`src/design/skat_pkg.sv`:
```
// shared types and constants of the slot key allocator table
// no dependencies

package skat_pkg;

    localparam int CAPACITY = 64;
    localparam int ADDR_W   = $clog2(CAPACITY);
    localparam int CNT_W    = $clog2(CAPACITY + 1);
    localparam int KEY_W    = 7;
    localparam int HALF_W   = 16;

    typedef enum logic [1:0] {
        FUNC_PUSH   = 2'd0,
        FUNC_LOOKUP = 2'd1,
        FUNC_DELETE = 2'd2
    } t_func;

    typedef enum logic [1:0] {
        ST_OK      = 2'd0,
        ST_MISSING = 2'd1,
        ST_FULL    = 2'd2
    } t_status;

    typedef struct packed {
        logic [1:0]        func;
        logic [KEY_W-1:0]  req_key;
        logic [HALF_W-1:0] file_ident;
        logic [HALF_W-1:0] line_row;
        logic [HALF_W-1:0] line_col;
    } t_req;

    typedef struct packed {
        logic [1:0]        status;
        logic [KEY_W-1:0]  out_key;
        logic [HALF_W-1:0] out_file_ident;
        logic [HALF_W-1:0] out_row;
        logic [HALF_W-1:0] out_col;
    } t_res;

    typedef struct packed {
        logic [HALF_W-1:0] file_ident;
        logic [HALF_W-1:0] line_row;
        logic [HALF_W-1:0] line_col;
    } t_payload;

    typedef enum logic {
        S_IDLE = 1'b0,
        S_EXEC = 1'b1
    } t_state;

    // controller to datapath commands
    typedef struct packed {
        logic capture;
        logic execute;
    } t_cmd;

endpackage

```
`src/design/skat_ram.sv`:
```
// generic single-write, single-read ram with registered read data
// no dependencies

module skat_ram #(
    parameter int WIDTH = 8,
    parameter int DEPTH = 64
) (
    input  logic                     i_clk,
    input  logic                     i_we,
    input  logic [$clog2(DEPTH)-1:0] i_waddr,
    input  logic [WIDTH-1:0]         i_wdata,
    input  logic                     i_re,
    input  logic [$clog2(DEPTH)-1:0] i_raddr,
    output logic [WIDTH-1:0]         o_rdata
);

    logic [WIDTH-1:0] r_mem [DEPTH];
    logic [WIDTH-1:0] r_rdata;

    always_ff @(posedge i_clk) begin
        if (i_we) begin
            r_mem[i_waddr] <= i_wdata;
        end
        if (i_re) begin
            r_rdata <= r_mem[i_raddr];
        end
    end

    assign o_rdata = r_rdata;

endmodule

```
`src/design/skat_ctrl.sv`:
```
// controller state machine: accept, then execute one operation
// depends on skat_pkg

module skat_ctrl import skat_pkg::*; (
    input  logic i_clk,
    input  logic i_rst_n,
    input  logic i_start,
    output logic o_busy,
    output t_cmd o_cmd
);

    t_state r_state;
    t_state n_state;

    always_ff @(posedge i_clk) begin
        if (!i_rst_n) begin
            r_state <= S_IDLE;
        end else begin
            r_state <= n_state;
        end
    end

    always_comb begin
        case (r_state)
            S_IDLE:  n_state = i_start ? S_EXEC : S_IDLE;
            S_EXEC:  n_state = S_IDLE;
            default: n_state = S_IDLE;
        endcase
    end

    always_comb begin
        o_cmd  = '0;
        o_busy = 1'b0;
        case (r_state)
            S_IDLE: begin
                o_cmd.capture = i_start;
            end
            S_EXEC: begin
                o_cmd.execute = 1'b1;
                o_busy        = 1'b1;
            end
            default: begin
                o_busy = 1'b0;
            end
        endcase
    end

endmodule

```
`src/design/skat_dp.sv`:
```
// datapath: payload and free-key rams, occupancy bits, counters, result register
// depends on skat_pkg and skat_ram

module skat_dp import skat_pkg::*; (
    input  logic i_clk,
    input  logic i_rst_n,
    input  t_cmd i_cmd,
    input  t_req i_req,
    output logic o_valid,
    output t_res o_res
);

    t_req                r_req;
    logic [CAPACITY-1:0] r_occ;
    logic [CAPACITY-1:0] n_occ;
    logic [CNT_W-1:0]    r_fsc;
    logic [CNT_W-1:0]    n_fsc;
    logic [CNT_W-1:0]    r_hwm;
    logic [CNT_W-1:0]    n_hwm;
    logic                r_valid;
    t_res                r_res;
    t_res                n_res;

    t_payload            pl_rdata;
    logic                pl_we;
    logic [ADDR_W-1:0]   pl_waddr;
    logic [KEY_W-1:0]    stk_rdata;
    logic                stk_we;
    logic [ADDR_W-1:0]   stk_waddr;

    logic [KEY_W-1:0]    in_key_m1;
    logic [CNT_W-1:0]    fsc_m1;
    logic [KEY_W-1:0]    key_m1;
    logic [KEY_W-1:0]    new_key;
    logic [KEY_W-1:0]    new_key_m1;
    logic                key_ok;

    // the payload read address comes straight from the request word at accept
    assign in_key_m1 = i_req.req_key - KEY_W'(1);
    assign fsc_m1    = r_fsc - CNT_W'(1);

    skat_ram #(
        .WIDTH ($bits(t_payload)),
        .DEPTH (CAPACITY)
    ) u_payload_ram (
        .i_clk   (i_clk),
        .i_we    (pl_we),
        .i_waddr (pl_waddr),
        .i_wdata ({r_req.file_ident, r_req.line_row, r_req.line_col}),
        .i_re    (i_cmd.capture),
        .i_raddr (in_key_m1[ADDR_W-1:0]),
        .o_rdata (pl_rdata)
    );

    skat_ram #(
        .WIDTH (KEY_W),
        .DEPTH (CAPACITY)
    ) u_stack_ram (
        .i_clk   (i_clk),
        .i_we    (stk_we),
        .i_waddr (stk_waddr),
        .i_wdata (r_req.req_key),
        .i_re    (i_cmd.capture),
        .i_raddr (fsc_m1[ADDR_W-1:0]),
        .o_rdata (stk_rdata)
    );

    assign key_m1 = r_req.req_key - KEY_W'(1);
    assign key_ok = (r_req.req_key != '0)
                 && ({1'b0, r_req.req_key} <= {1'b0, KEY_W'(r_hwm)})
                 && (r_req.req_key <= KEY_W'(CAPACITY))
                 && r_occ[key_m1[ADDR_W-1:0]];

    always_comb begin
        n_occ      = r_occ;
        n_fsc      = r_fsc;
        n_hwm      = r_hwm;
        n_res      = '0;
        pl_we      = 1'b0;
        pl_waddr   = '0;
        stk_we     = 1'b0;
        stk_waddr  = r_fsc[ADDR_W-1:0];
        new_key    = '0;
        new_key_m1 = '0;
        n_res.out_key = r_req.req_key;
        n_res.status  = ST_MISSING;
        case (r_req.func)
            FUNC_PUSH: begin
                if (r_fsc != '0 && r_fsc <= CNT_W'(CAPACITY)) begin
                    n_fsc   = fsc_m1;
                    new_key = stk_rdata;
                end else if (r_hwm < CNT_W'(CAPACITY)) begin
                    n_hwm   = r_hwm + CNT_W'(1);
                    new_key = KEY_W'(n_hwm);
                end
                new_key_m1 = new_key - KEY_W'(1);
                if (new_key == '0) begin
                    n_res.status  = ST_FULL;
                    n_res.out_key = '0;
                end else begin
                    n_res.status  = ST_OK;
                    n_res.out_key = new_key;
                    if (new_key <= KEY_W'(CAPACITY)) begin
                        pl_we    = i_cmd.execute;
                        pl_waddr = new_key_m1[ADDR_W-1:0];
                        n_occ[new_key_m1[ADDR_W-1:0]] = 1'b1;
                    end
                end
            end
            FUNC_LOOKUP: begin
                if (key_ok) begin
                    n_res.status         = ST_OK;
                    n_res.out_file_ident = pl_rdata.file_ident;
                    n_res.out_row        = pl_rdata.line_row;
                    n_res.out_col        = pl_rdata.line_col;
                end
            end
            FUNC_DELETE: begin
                if (key_ok) begin
                    n_res.status = ST_OK;
                    n_occ[key_m1[ADDR_W-1:0]] = 1'b0;
                    if ({1'b0, r_req.req_key} == {1'b0, KEY_W'(r_hwm)}) begin
                        n_hwm = r_hwm - CNT_W'(1);
                    end else if (r_fsc < CNT_W'(CAPACITY)) begin
                        stk_we = i_cmd.execute;
                        n_fsc  = r_fsc + CNT_W'(1);
                    end
                end
            end
            default: begin
                n_res.status = ST_MISSING;
            end
        endcase
    end

    always_ff @(posedge i_clk) begin
        if (!i_rst_n) begin
            r_occ   <= '0;
            r_fsc   <= '0;
            r_hwm   <= '0;
            r_valid <= 1'b0;
        end else begin
            r_valid <= i_cmd.execute;
            if (i_cmd.execute) begin
                r_occ <= n_occ;
                r_fsc <= n_fsc;
                r_hwm <= n_hwm;
            end
        end
    end

    always_ff @(posedge i_clk) begin
        if (i_cmd.capture) begin
            r_req <= i_req;
        end
        if (i_cmd.execute) begin
            r_res <= n_res;
        end
    end

    assign o_valid = r_valid;
    assign o_res   = r_res;

endmodule

```
`src/design/slot_key_allocator_table.sv`:
```
// top level of the slot key allocator table
// depends on skat_pkg, skat_ctrl, skat_dp (which holds two skat_ram instances)

// a request word is taken when start is high and busy is low. each word
// passes through the accept cycle, in which the payload ram and the
// free-key stack ram are read, and then the execute cycle, in which the
// operation is decided and the tables and counters are updated; busy is
// high during the execute cycle, so no new word is accepted until that word
// is through. the result word shows on o_res, marked by o_valid, high for
// a single cycle, the cycle after execute; it cannot be held off, so the
// receiver must take it then. a new word may be accepted in that same cycle.
// the table needs no clearing pass: occupancy bits reset at once.

module slot_key_allocator_table import skat_pkg::*; (
    input  logic i_clk,
    input  logic i_rst_n,
    // request side
    input  logic start,
    output logic busy,
    input  t_req i_req,
    // result side
    output logic o_valid,
    output t_res o_res
);

    // command bundle from controller to datapath
    t_cmd cmd;

    // sequencing: idle -> execute -> idle
    skat_ctrl u_ctrl (
        .i_clk   (i_clk),
        .i_rst_n (i_rst_n),
        .i_start (start),
        .o_busy  (busy),
        .o_cmd   (cmd)
    );

    // storage, allocation logic and the result register
    skat_dp u_dp (
        .i_clk   (i_clk),
        .i_rst_n (i_rst_n),
        .i_cmd   (cmd),
        .i_req   (i_req),
        .o_valid (o_valid),
        .o_res   (o_res)
    );

endmodule
```
`config.mk`:
```
export PLATFORM = sky130hd
export DESIGN_NAME = slot_key_allocator_table
export DESIGN_NICKNAME = d
export VERILOG_FILES = /design/src/design/skat_pkg.sv /design/src/design/skat_ram.sv /design/src/design/skat_ctrl.sv /design/src/design/skat_dp.sv /design/src/design/slot_key_allocator_table.sv
export SDC_FILE = /design/constraint.sdc
export NUM_CORES = 2
export LEC_CHECK = 0
export ABC_AREA = 0
export BUFFER_PORTS_ARGS = -buffer_cell sky130_fd_sc_hd__buf_2
export CORE_MARGIN = 5
export CORE_UTILIZATION = 59
export CTS_BUF_LIST = sky130_fd_sc_hd__clkbuf_8
export CTS_CLUSTER_SIZE = 12
export DETAILED_ROUTE_END_ITERATION = 6
export PLACE_DENSITY = 0.74
export SETUP_SLACK_MARGIN = 0.2
export SKIP_CTS_REPAIR_TIMING = 1
export SLEW_MARGIN = 20
export SYNTH_ARGS = -nofsm -noshare
export SYNTH_HDL_FRONTEND = slang
export SYNTH_SLANG_ARGS = --single-unit
```
`constraint.sdc`:
```
create_clock -name i_clk -period 7.2 [get_ports i_clk]
set_input_delay 0.72 -clock i_clk [delete_from_list [all_inputs] [get_ports i_clk]]
set_output_delay 0.72 -clock i_clk [all_outputs]
set_load 0.02 [all_outputs]
```
== After elaboration in Yosys (flattened, before gate mapping) ==
Memory sizes are Yosys's and may differ from the RTL's. A register that Yosys moved wholly into a read port is not among the register bits.
Cells that the tools add are included.

* Flip-flop bits (word level): 194
* Memory bits (writable): 3520
* Word-level logic and storage cells: 111
* Memories kept: 2

* Add/sub/neg operators: 7
* $lt $le $gt $ge: 10
* Equality and inequality tests: 12
* Mux-type cells: 45
* Bitwise operators: 4
* Reductions and logical operators: 16

{| class="wikitable"
|+ Memory list
! memory !! depth !! width !! rd ports !! clocked after memory_dff !! write ports !! RTL line !! text
|-
| u_dp.u_payload_ram.r_mem || 64 || 48 || 1 || 1 || 1 || skat_ram.sv:17 || <nowiki>logic [WIDTH-1:0] r_mem [DEPTH];</nowiki>
|-
| u_dp.u_stack_ram.r_mem || 64 || 7 || 1 || 1 || 1 || skat_ram.sv:17 ||
|}

{| class="wikitable"
|+ Operator list
! operator !! number
|-
| 64-bit two-way mux || 3
|-
| 64-bit case mux with 2 select lines || 1
|-
| 7-bit two-way mux || 12
|-
| 64-bit bitwise AND || 1
|-
| 64-bit NOT || 1
|-
| 64-bit bitwise OR || 1
|-
| 7-bit case mux with 2 select lines || 2
|-
| 7-bit less-or-equal comparator (second input constant) || 3
|-
| 1-bit two-way mux || 18
|-
| 6-bit two-way mux || 3
|-
| 6-bit by 1-bit subtractor with 6-bit output (second input constant) || 3
|-
| 7-bit by 1-bit adder with 7-bit output (second input constant) || 2
|-
| 6-bit by 7-bit less-than comparator with 1-bit output (second input constant) || 2
|-
| 7-bit less-than comparator (second input constant) || 2
|-
| 7-bit nonzero test || 2
|-
| 7-bit by 1-bit subtractor with 7-bit output (second input constant) || 2
|-
| 1-bit demux with 6-bit select || 2
|-
| 6-bit by 1-bit >= comparator with 1-bit output (second input constant) || 2
|-
| 2-bit by 1-bit != test with 1-bit output (second input constant) || 6
|-
| 6-bit AND reduction || 2
|-
| 9-bit two-way mux || 1
|-
| 7-bit equality test || 1
|-
| 7-bit less-or-equal comparator || 1
|-
| 7-bit logical NOT || 1
|-
| other kinds (13) || 20
|}

== Logic depth before layout (Yosys ltp) ==
* Depth in word-level cells: 13
* Gate-level depth with buffers: 17
* Mapped depth without buffers: 15

== Hierarchy ==
From an unflattened synthesis, not the netlist that was laid out.

* Cells, all modules: 6700
* Area total of the unflattened synthesis: 144846.4 µm²

{| class="wikitable"
|+ Modules (own cells, without submodules)
! module !! instances !! cells an instance !! area each (µm²) !! seq. area each (µm²)
|-
| skat_ram (u_dp.u_payload_ram) || 1 || 4970 || 117597.8 || 93689.9
|-
| skat_ram (u_dp.u_stack_ram) || 1 || 827 || 17705.7 || 13663.1
|-
| skat_dp || 1 || 898 || 9492.9 || 5004.8
|-
| skat_ctrl || 1 || 5 || 50.0 || 20.0
|}

== Worst setup path before layout ==
No wires, ideal clock.

* Path kind: reg2reg
* Start point: register u_dp.r_fsc[0]
* End point: memory u_dp.u_payload_ram.r_mem[40][0] (netlist name) (enable)
* Arrival: 6.577 ns
* Data required time: 6.687 ns
* Path slack: 0.110 ns
* Stages on the path, launching flop included: 15
* Path buffers: 2
* Cells stage by stage: dfxtp_1 -> clkbuf_1 -> inv_1 -> ha_1 -> nand2b_1 -> nor3_1 -> nor2_1 -> o31ai_1 -> inv_1 -> ha_1 -> inv_1 -> xnor2_1 -> nand3_2 -> clkbuf_1 -> nor3_1

* Cells in the longest elaborated chain, start to end: 10

{| class="wikitable"
|+ RTL lines
! item !! RTL line !! text
|-
| start: declaration || skat_dp.sv:16 || <nowiki>logic [CNT_W-1:0] r_fsc;</nowiki>
|-
| start signal: assignment || skat_dp.sv:146 || <nowiki>r_fsc <= n_fsc;</nowiki>
|-
| 7-bit less-or-equal comparator / 7-bit nonzero test (equally long branches) || skat_dp.sv:89 || <nowiki>if (r_fsc != '0 && r_fsc <= CNT_W'(CAPACITY)) begin</nowiki>
|-
| 1-bit logical AND (*) || skat_dp.sv:89 ||
|-
| 7-bit two-way mux (*) || skat_dp.sv:89 ||
|-
| 7-bit two-way mux (*) || skat_dp.sv:87 || <nowiki>case (r_req.func)</nowiki>
|-
| 7-bit less-or-equal comparator || skat_dp.sv:103 || <nowiki>if (new_key <= KEY_W'(CAPACITY)) begin</nowiki>
|-
| 1-bit two-way mux || skat_dp.sv:103 ||
|-
| 1-bit two-way mux || skat_dp.sv:97 || <nowiki>if (new_key == '0) begin</nowiki>
|-
| 1-bit two-way mux || skat_dp.sv:87 ||
|-
| 1-bit two-way mux || skat_ram.sv:21 || <nowiki>if (i_we) begin</nowiki>
|-
| 1-bit two-way mux (implied by the code) || skat_ram.sv:22 || <nowiki>r_mem[i_waddr] <= i_wdata;</nowiki>
|-
| end: declaration || skat_ram.sv:17 ||
|}

Every way passes the cells marked *; elsewhere a longest branch is shown, timed or not. The select of a mux whose other input is x is not followed.

== Worst setup path after layout ==
* Start point: register u_dp.r_req[48] (netlist name)
* End point: memory u_dp.u_stack_ram.r_mem[1][5] (netlist name) (enable)

* Cells in the longest elaborated chain, start to end: 8

{| class="wikitable"
|+ RTL lines
! item !! RTL line !! text
|-
| start: declaration || skat_dp.sv:13 || <nowiki>t_req r_req;</nowiki>
|-
| start signal: assignment || skat_dp.sv:154 || <nowiki>r_req <= i_req;</nowiki>
|-
| 6-bit by 1-bit subtractor with 6-bit output (tied with other cells) || skat_dp.sv:68 || <nowiki>assign key_m1 = r_req.req_key - KEY_W'(1);</nowiki>
|-
| 1-bit binary-select mux with 6-bit select / 1-bit logical AND (equally long branches) || skat_dp.sv:72, skat_dp.sv:70 ||
|-
| 1-bit two-way mux (implied by the code) / 1-bit logical AND (equally long branches) || skat_dp.sv:72, skat_dp.sv:71 ||
|-
| 1-bit logical AND || skat_dp.sv:72 || <nowiki>&& r_occ[key_m1[ADDR_W-1:0]];</nowiki>
|-
| 1-bit two-way mux (*) || skat_dp.sv:119 || <nowiki>if (key_ok) begin</nowiki>
|-
| 1-bit two-way mux (*) || skat_dp.sv:87 ||
|-
| 1-bit two-way mux (*) || skat_ram.sv:21 ||
|-
| 1-bit two-way mux (implied by the code) (*) || skat_ram.sv:22 ||
|-
| end: declaration || skat_ram.sv:17 ||
|}

Marked as above.

==> results.md <==
- Post-Route WL: 342.2 mm
- Post-Synth XOR/XNOR Area: 0.1686%
- Reg2Reg Depth: 10
- Hold crit path type: primary input to register
- Lkg Pwr: 0.05074 µW
- Endpoints failing hold: 0
- H-tree level count: 6
- Worst path required time: between 7 and 8 ns
- Layout Utilization: between 60% and 70%
- Post-synthesis sequential area ratio: roughly 78%
- GP Congestion: 0.8509
- Largest net degree at the start of global routing: 107
- Most common cell type on the critical path: or4_1
- Hold depth: 1
- Nets: 6890
- Synthesized area: roughly 0.14 mm²
- Sum of negative setup slack: 0 ns
- Hold EP: u_dp.r_req[49]$_DFFE_PP_
- Buffers & Inverters on Critical Path: 1
- Pre-CTS setup slack: 1.307 ns
- CP max-delay cell: or4_1
- Post-synthesis mux area share: 17.84%
- Most frequent cells in the layout: edfxtp_1 (3689), mux4_2 (1128), clkbuf_8 (618), inv_1 (204), buf_4 (193)
- Clock tree buffer depth: 4
- Share of cells above drive strength 1: 31.54%
- Period Utilization, post-route: 83.48%
- Commonest non-fill, non-tap cell in the layout: edfxtp_1
- Remaining DRCs: 0
- Clock slew at reported path FFs: about 0.07 ns
- Fmax: 166.4 MHz
- Crit path setup slack, layout: 1.189 ns
- Detailed placement HPWL: 190.5 mm
- 1st-pass router iterations: 5
- Core box area: 0.2437 mm²
- Clock network latency to the later pin of the worst-skew pair: 1.12 ns
- CP max FO: 21
- First-pass GRT wire length: between 400 and 500 mm
- Number of flops mapped to enable cells by yosys: 3689
- DR iter-0 viols: 9304
- Clock Skew: about 0.093 ns
- GR Overflow Total: 0
- Synth Area in Compound Gates: around 1.4%
- Cells after synthesis: between 6000 and 7000
- Num rows: 181
- GRT Overall Usage: 26.78%
- Setup violators final: 0
- Ports: 119
- Critical Path AT: 6.67 ns
- Root buffer cell: clkbuf_8
- Yosys cell types: 66
- Reg2Reg Setup Slack: 1.19 ns
- Routed len/inst: 32.78 µm
- Levels on crit path: 10
- DIE AREA: 0.2553 mm²
- WS Path Type: register to register
- Via Count: 69620
- Clk sink count: 3769
- Run status: complete, no violations
- CTS tree: done
- Initial antenna violation count: 9
- Die Span Y: 505.2 µm
- Max_slew headroom: about a fifth
- Max-cap violations: 0
- Maximum VDD drop: 0.0002670 V
- Minimum clock period: 6.011 ns
- Worst Setup Start Kind: register
- Area Overhead vs Synth: 11.74%
- Min-Delay Startpoint: i_req[49]
- Worst reg2reg path startpoint: u_dp.r_req[48]$_DFFE_PP_
- Port Buffers: 118
- Syn_area_per_cell: 23.49 µm²
- Power Density: 270.3 mW/mm²
- Adder-Cell Fraction of Synth Area: less than 1%
- Largest family of logic cells by synthesized area: multiplexers
- Starting Density: between 50% and 60%
- Unrepaired setup endpoints after global routing: false
- Antenna-violating nets left: 0
- Post-synthesis simple-gate area fraction: 1.716%
- Kind of cell adding the most delay to the critical path: simple AND/OR/NAND/NOR gates
- FF-to-FF End: u_dp.u_stack_ram.r_mem[1][5]$_DFFE_PP_
- Crit-path cells: clkinv_1 -> ha_1 -> xnor2_2 -> or3_1 -> a21oi_1 -> or4_1 -> a311oi_2 -> nand2_1 -> or4_1 -> nor2_1
- Die boundary width: just over 500 µm
- Worst slew pin tran: 1.189 ns
- Synth warn: 0
- Vias/cell: 6.668
- Total CTS buffers: approximately 600
- Number of global-route vias before repair: about 70000
- Post-Syn Nets: 6239
- Worst hold margin: 0.05581 ns
- Max Slew Vio Count: 0
- Top_reg_cell synth: edfxtp_1
- Ys async rst share: 0%
- Yosys reg bits: 3769
- CP Capture Type: register
- CP peak stage delay: between 1 and 1.5 ns
## synth_stat cells (all sizes together), types with 3 or more instances
cell	n	area (µm²)
buf	96	385.4
nand2	88	330.3
nor2b	35	219.0
mux2i	37	370.4
nor4	8	50.05
o31ai	19	142.6
or2	3	18.77
o311ai	60	525.5
xnor2	14	122.6
nor3	53	265.3
nand3b	5	37.54
o21a	5	37.54
inv	25	93.84
o21ai	56	280.3
xor2	13	121.4
edfxtp	3689	110800
nand4	15	93.84
or4	11	82.58
clkbuf	253	949.7
a21oi	48	240.2
ha	20	250.2
or3	9	61.31
nand3	51	265.3
nor2	147	551.8
nand2b	6	37.54
a31o	3	26.28
and3	6	37.54
a31oi	10	62.56
or3b	3	26.28
a211oi	54	405.4
mux2	4	45.04
mux4	1128	25400
and2	55	344.1
dfxtp	80	1602
o211ai	13	97.59
## cell type report
type / instances / area [µm²]
Sequential cell: 3769 / 112400
Fill cell: 14910 / 81990
Multi-Input combinational cell: 2014 / 31460
Clock buffer: 618 / 8506
Tap cell: 3202 / 4006
Timing Repair Buffer: 400 / 3296
Clock inverter: 405 / 1923
Inverter: 27 / 101.3
Antenna cell: 5 / 12.51
## layer usage
metal  global-route usage (%)  vias up  wire length [µm]
met2                    41.70     4313            165800
met1                    39.57    36870            132300
li1                         -    27900                 -
met4                    7.979        2              9110
met5                        0        -               230
met3                    5.220      534             34790
## worst register-to-register path, stage by stage, from the launching register on
cell,delay [ns]
edfxtp_1,0.36
clkinv_1,0.30
ha_1,0.49
xnor2_2,0.86
or3_1,0.22
a21oi_1,0.06
or4_1,0.54
a311oi_2,0.68
nand2_1,0.40
or4_1,1.04
nor2_1,0.66
## logic make-up after synthesis
family / count (synthesis)
AO/OA/AOI/OAI: 296
XOR/XNOR: 27
adder cells (fa/ha/maj): 20
buffers and inverters: 376
flip-flops: 3769
multiplexers: 1169
AND/OR/NAND/NOR: 502
## state kept, by name, indices dropped and copies added (netlist names)
signal                      flops
u_dp.r_fsc                      7
u_dp.o_valid                    1
u_dp.r_occ                     64
u_ctrl.r_state                  1
u_dp.u_stack_ram.r_mem        448
u_dp.u_payload_ram.o_rdata     48
u_dp.r_hwm                      7
u_dp.o_res                     57
u_dp.u_payload_ram.r_mem     3072
u_dp.r_req                     57
u_dp.u_stack_ram.o_rdata        7
## how the worst max path moves through the flow
stage                                                  to  slack (ns)                  startpoint
2_1_floorplan   u_dp.u_payload_ram.r_mem[40][0]$_DFFE_PP_        0.11  u_dp.r_fsc[0]$_SDFFE_PN0P_
3_3_place_gp   u_dp.u_payload_ram.r_mem[55][44]$_DFFE_PP_        1.48  u_dp.r_fsc[0]$_SDFFE_PN0P_
3_5_place_dp   u_dp.u_payload_ram.r_mem[54][46]$_DFFE_PP_        1.31  u_dp.r_fsc[0]$_SDFFE_PN0P_
4_1_cts            u_dp.u_stack_ram.r_mem[1][5]$_DFFE_PP_        1.29    u_dp.r_req[48]$_DFFE_PP_
5_1_grt            u_dp.u_stack_ram.r_mem[1][5]$_DFFE_PP_        0.87    u_dp.r_req[48]$_DFFE_PP_
6_report           u_dp.u_stack_ram.r_mem[1][5]$_DFFE_PP_        1.19    u_dp.r_req[48]$_DFFE_PP_
## stage by stage
stage	instance area (µm²)	total power, µW	std cells
floorplan	144700	26790	6159
global placement	150700	27910	9358
detailed placement	150700	27960	9358
CTS	161100	43950	10380
global route	161700	45210	10440
finish	161700	43700	10440
## report_power, final
group	internal, µW	switching [µW]
combinational	1220	1980
sequential	24300	69.3
clock	8200	7970
No activity file was read; power rests on OpenSTA's default activity.
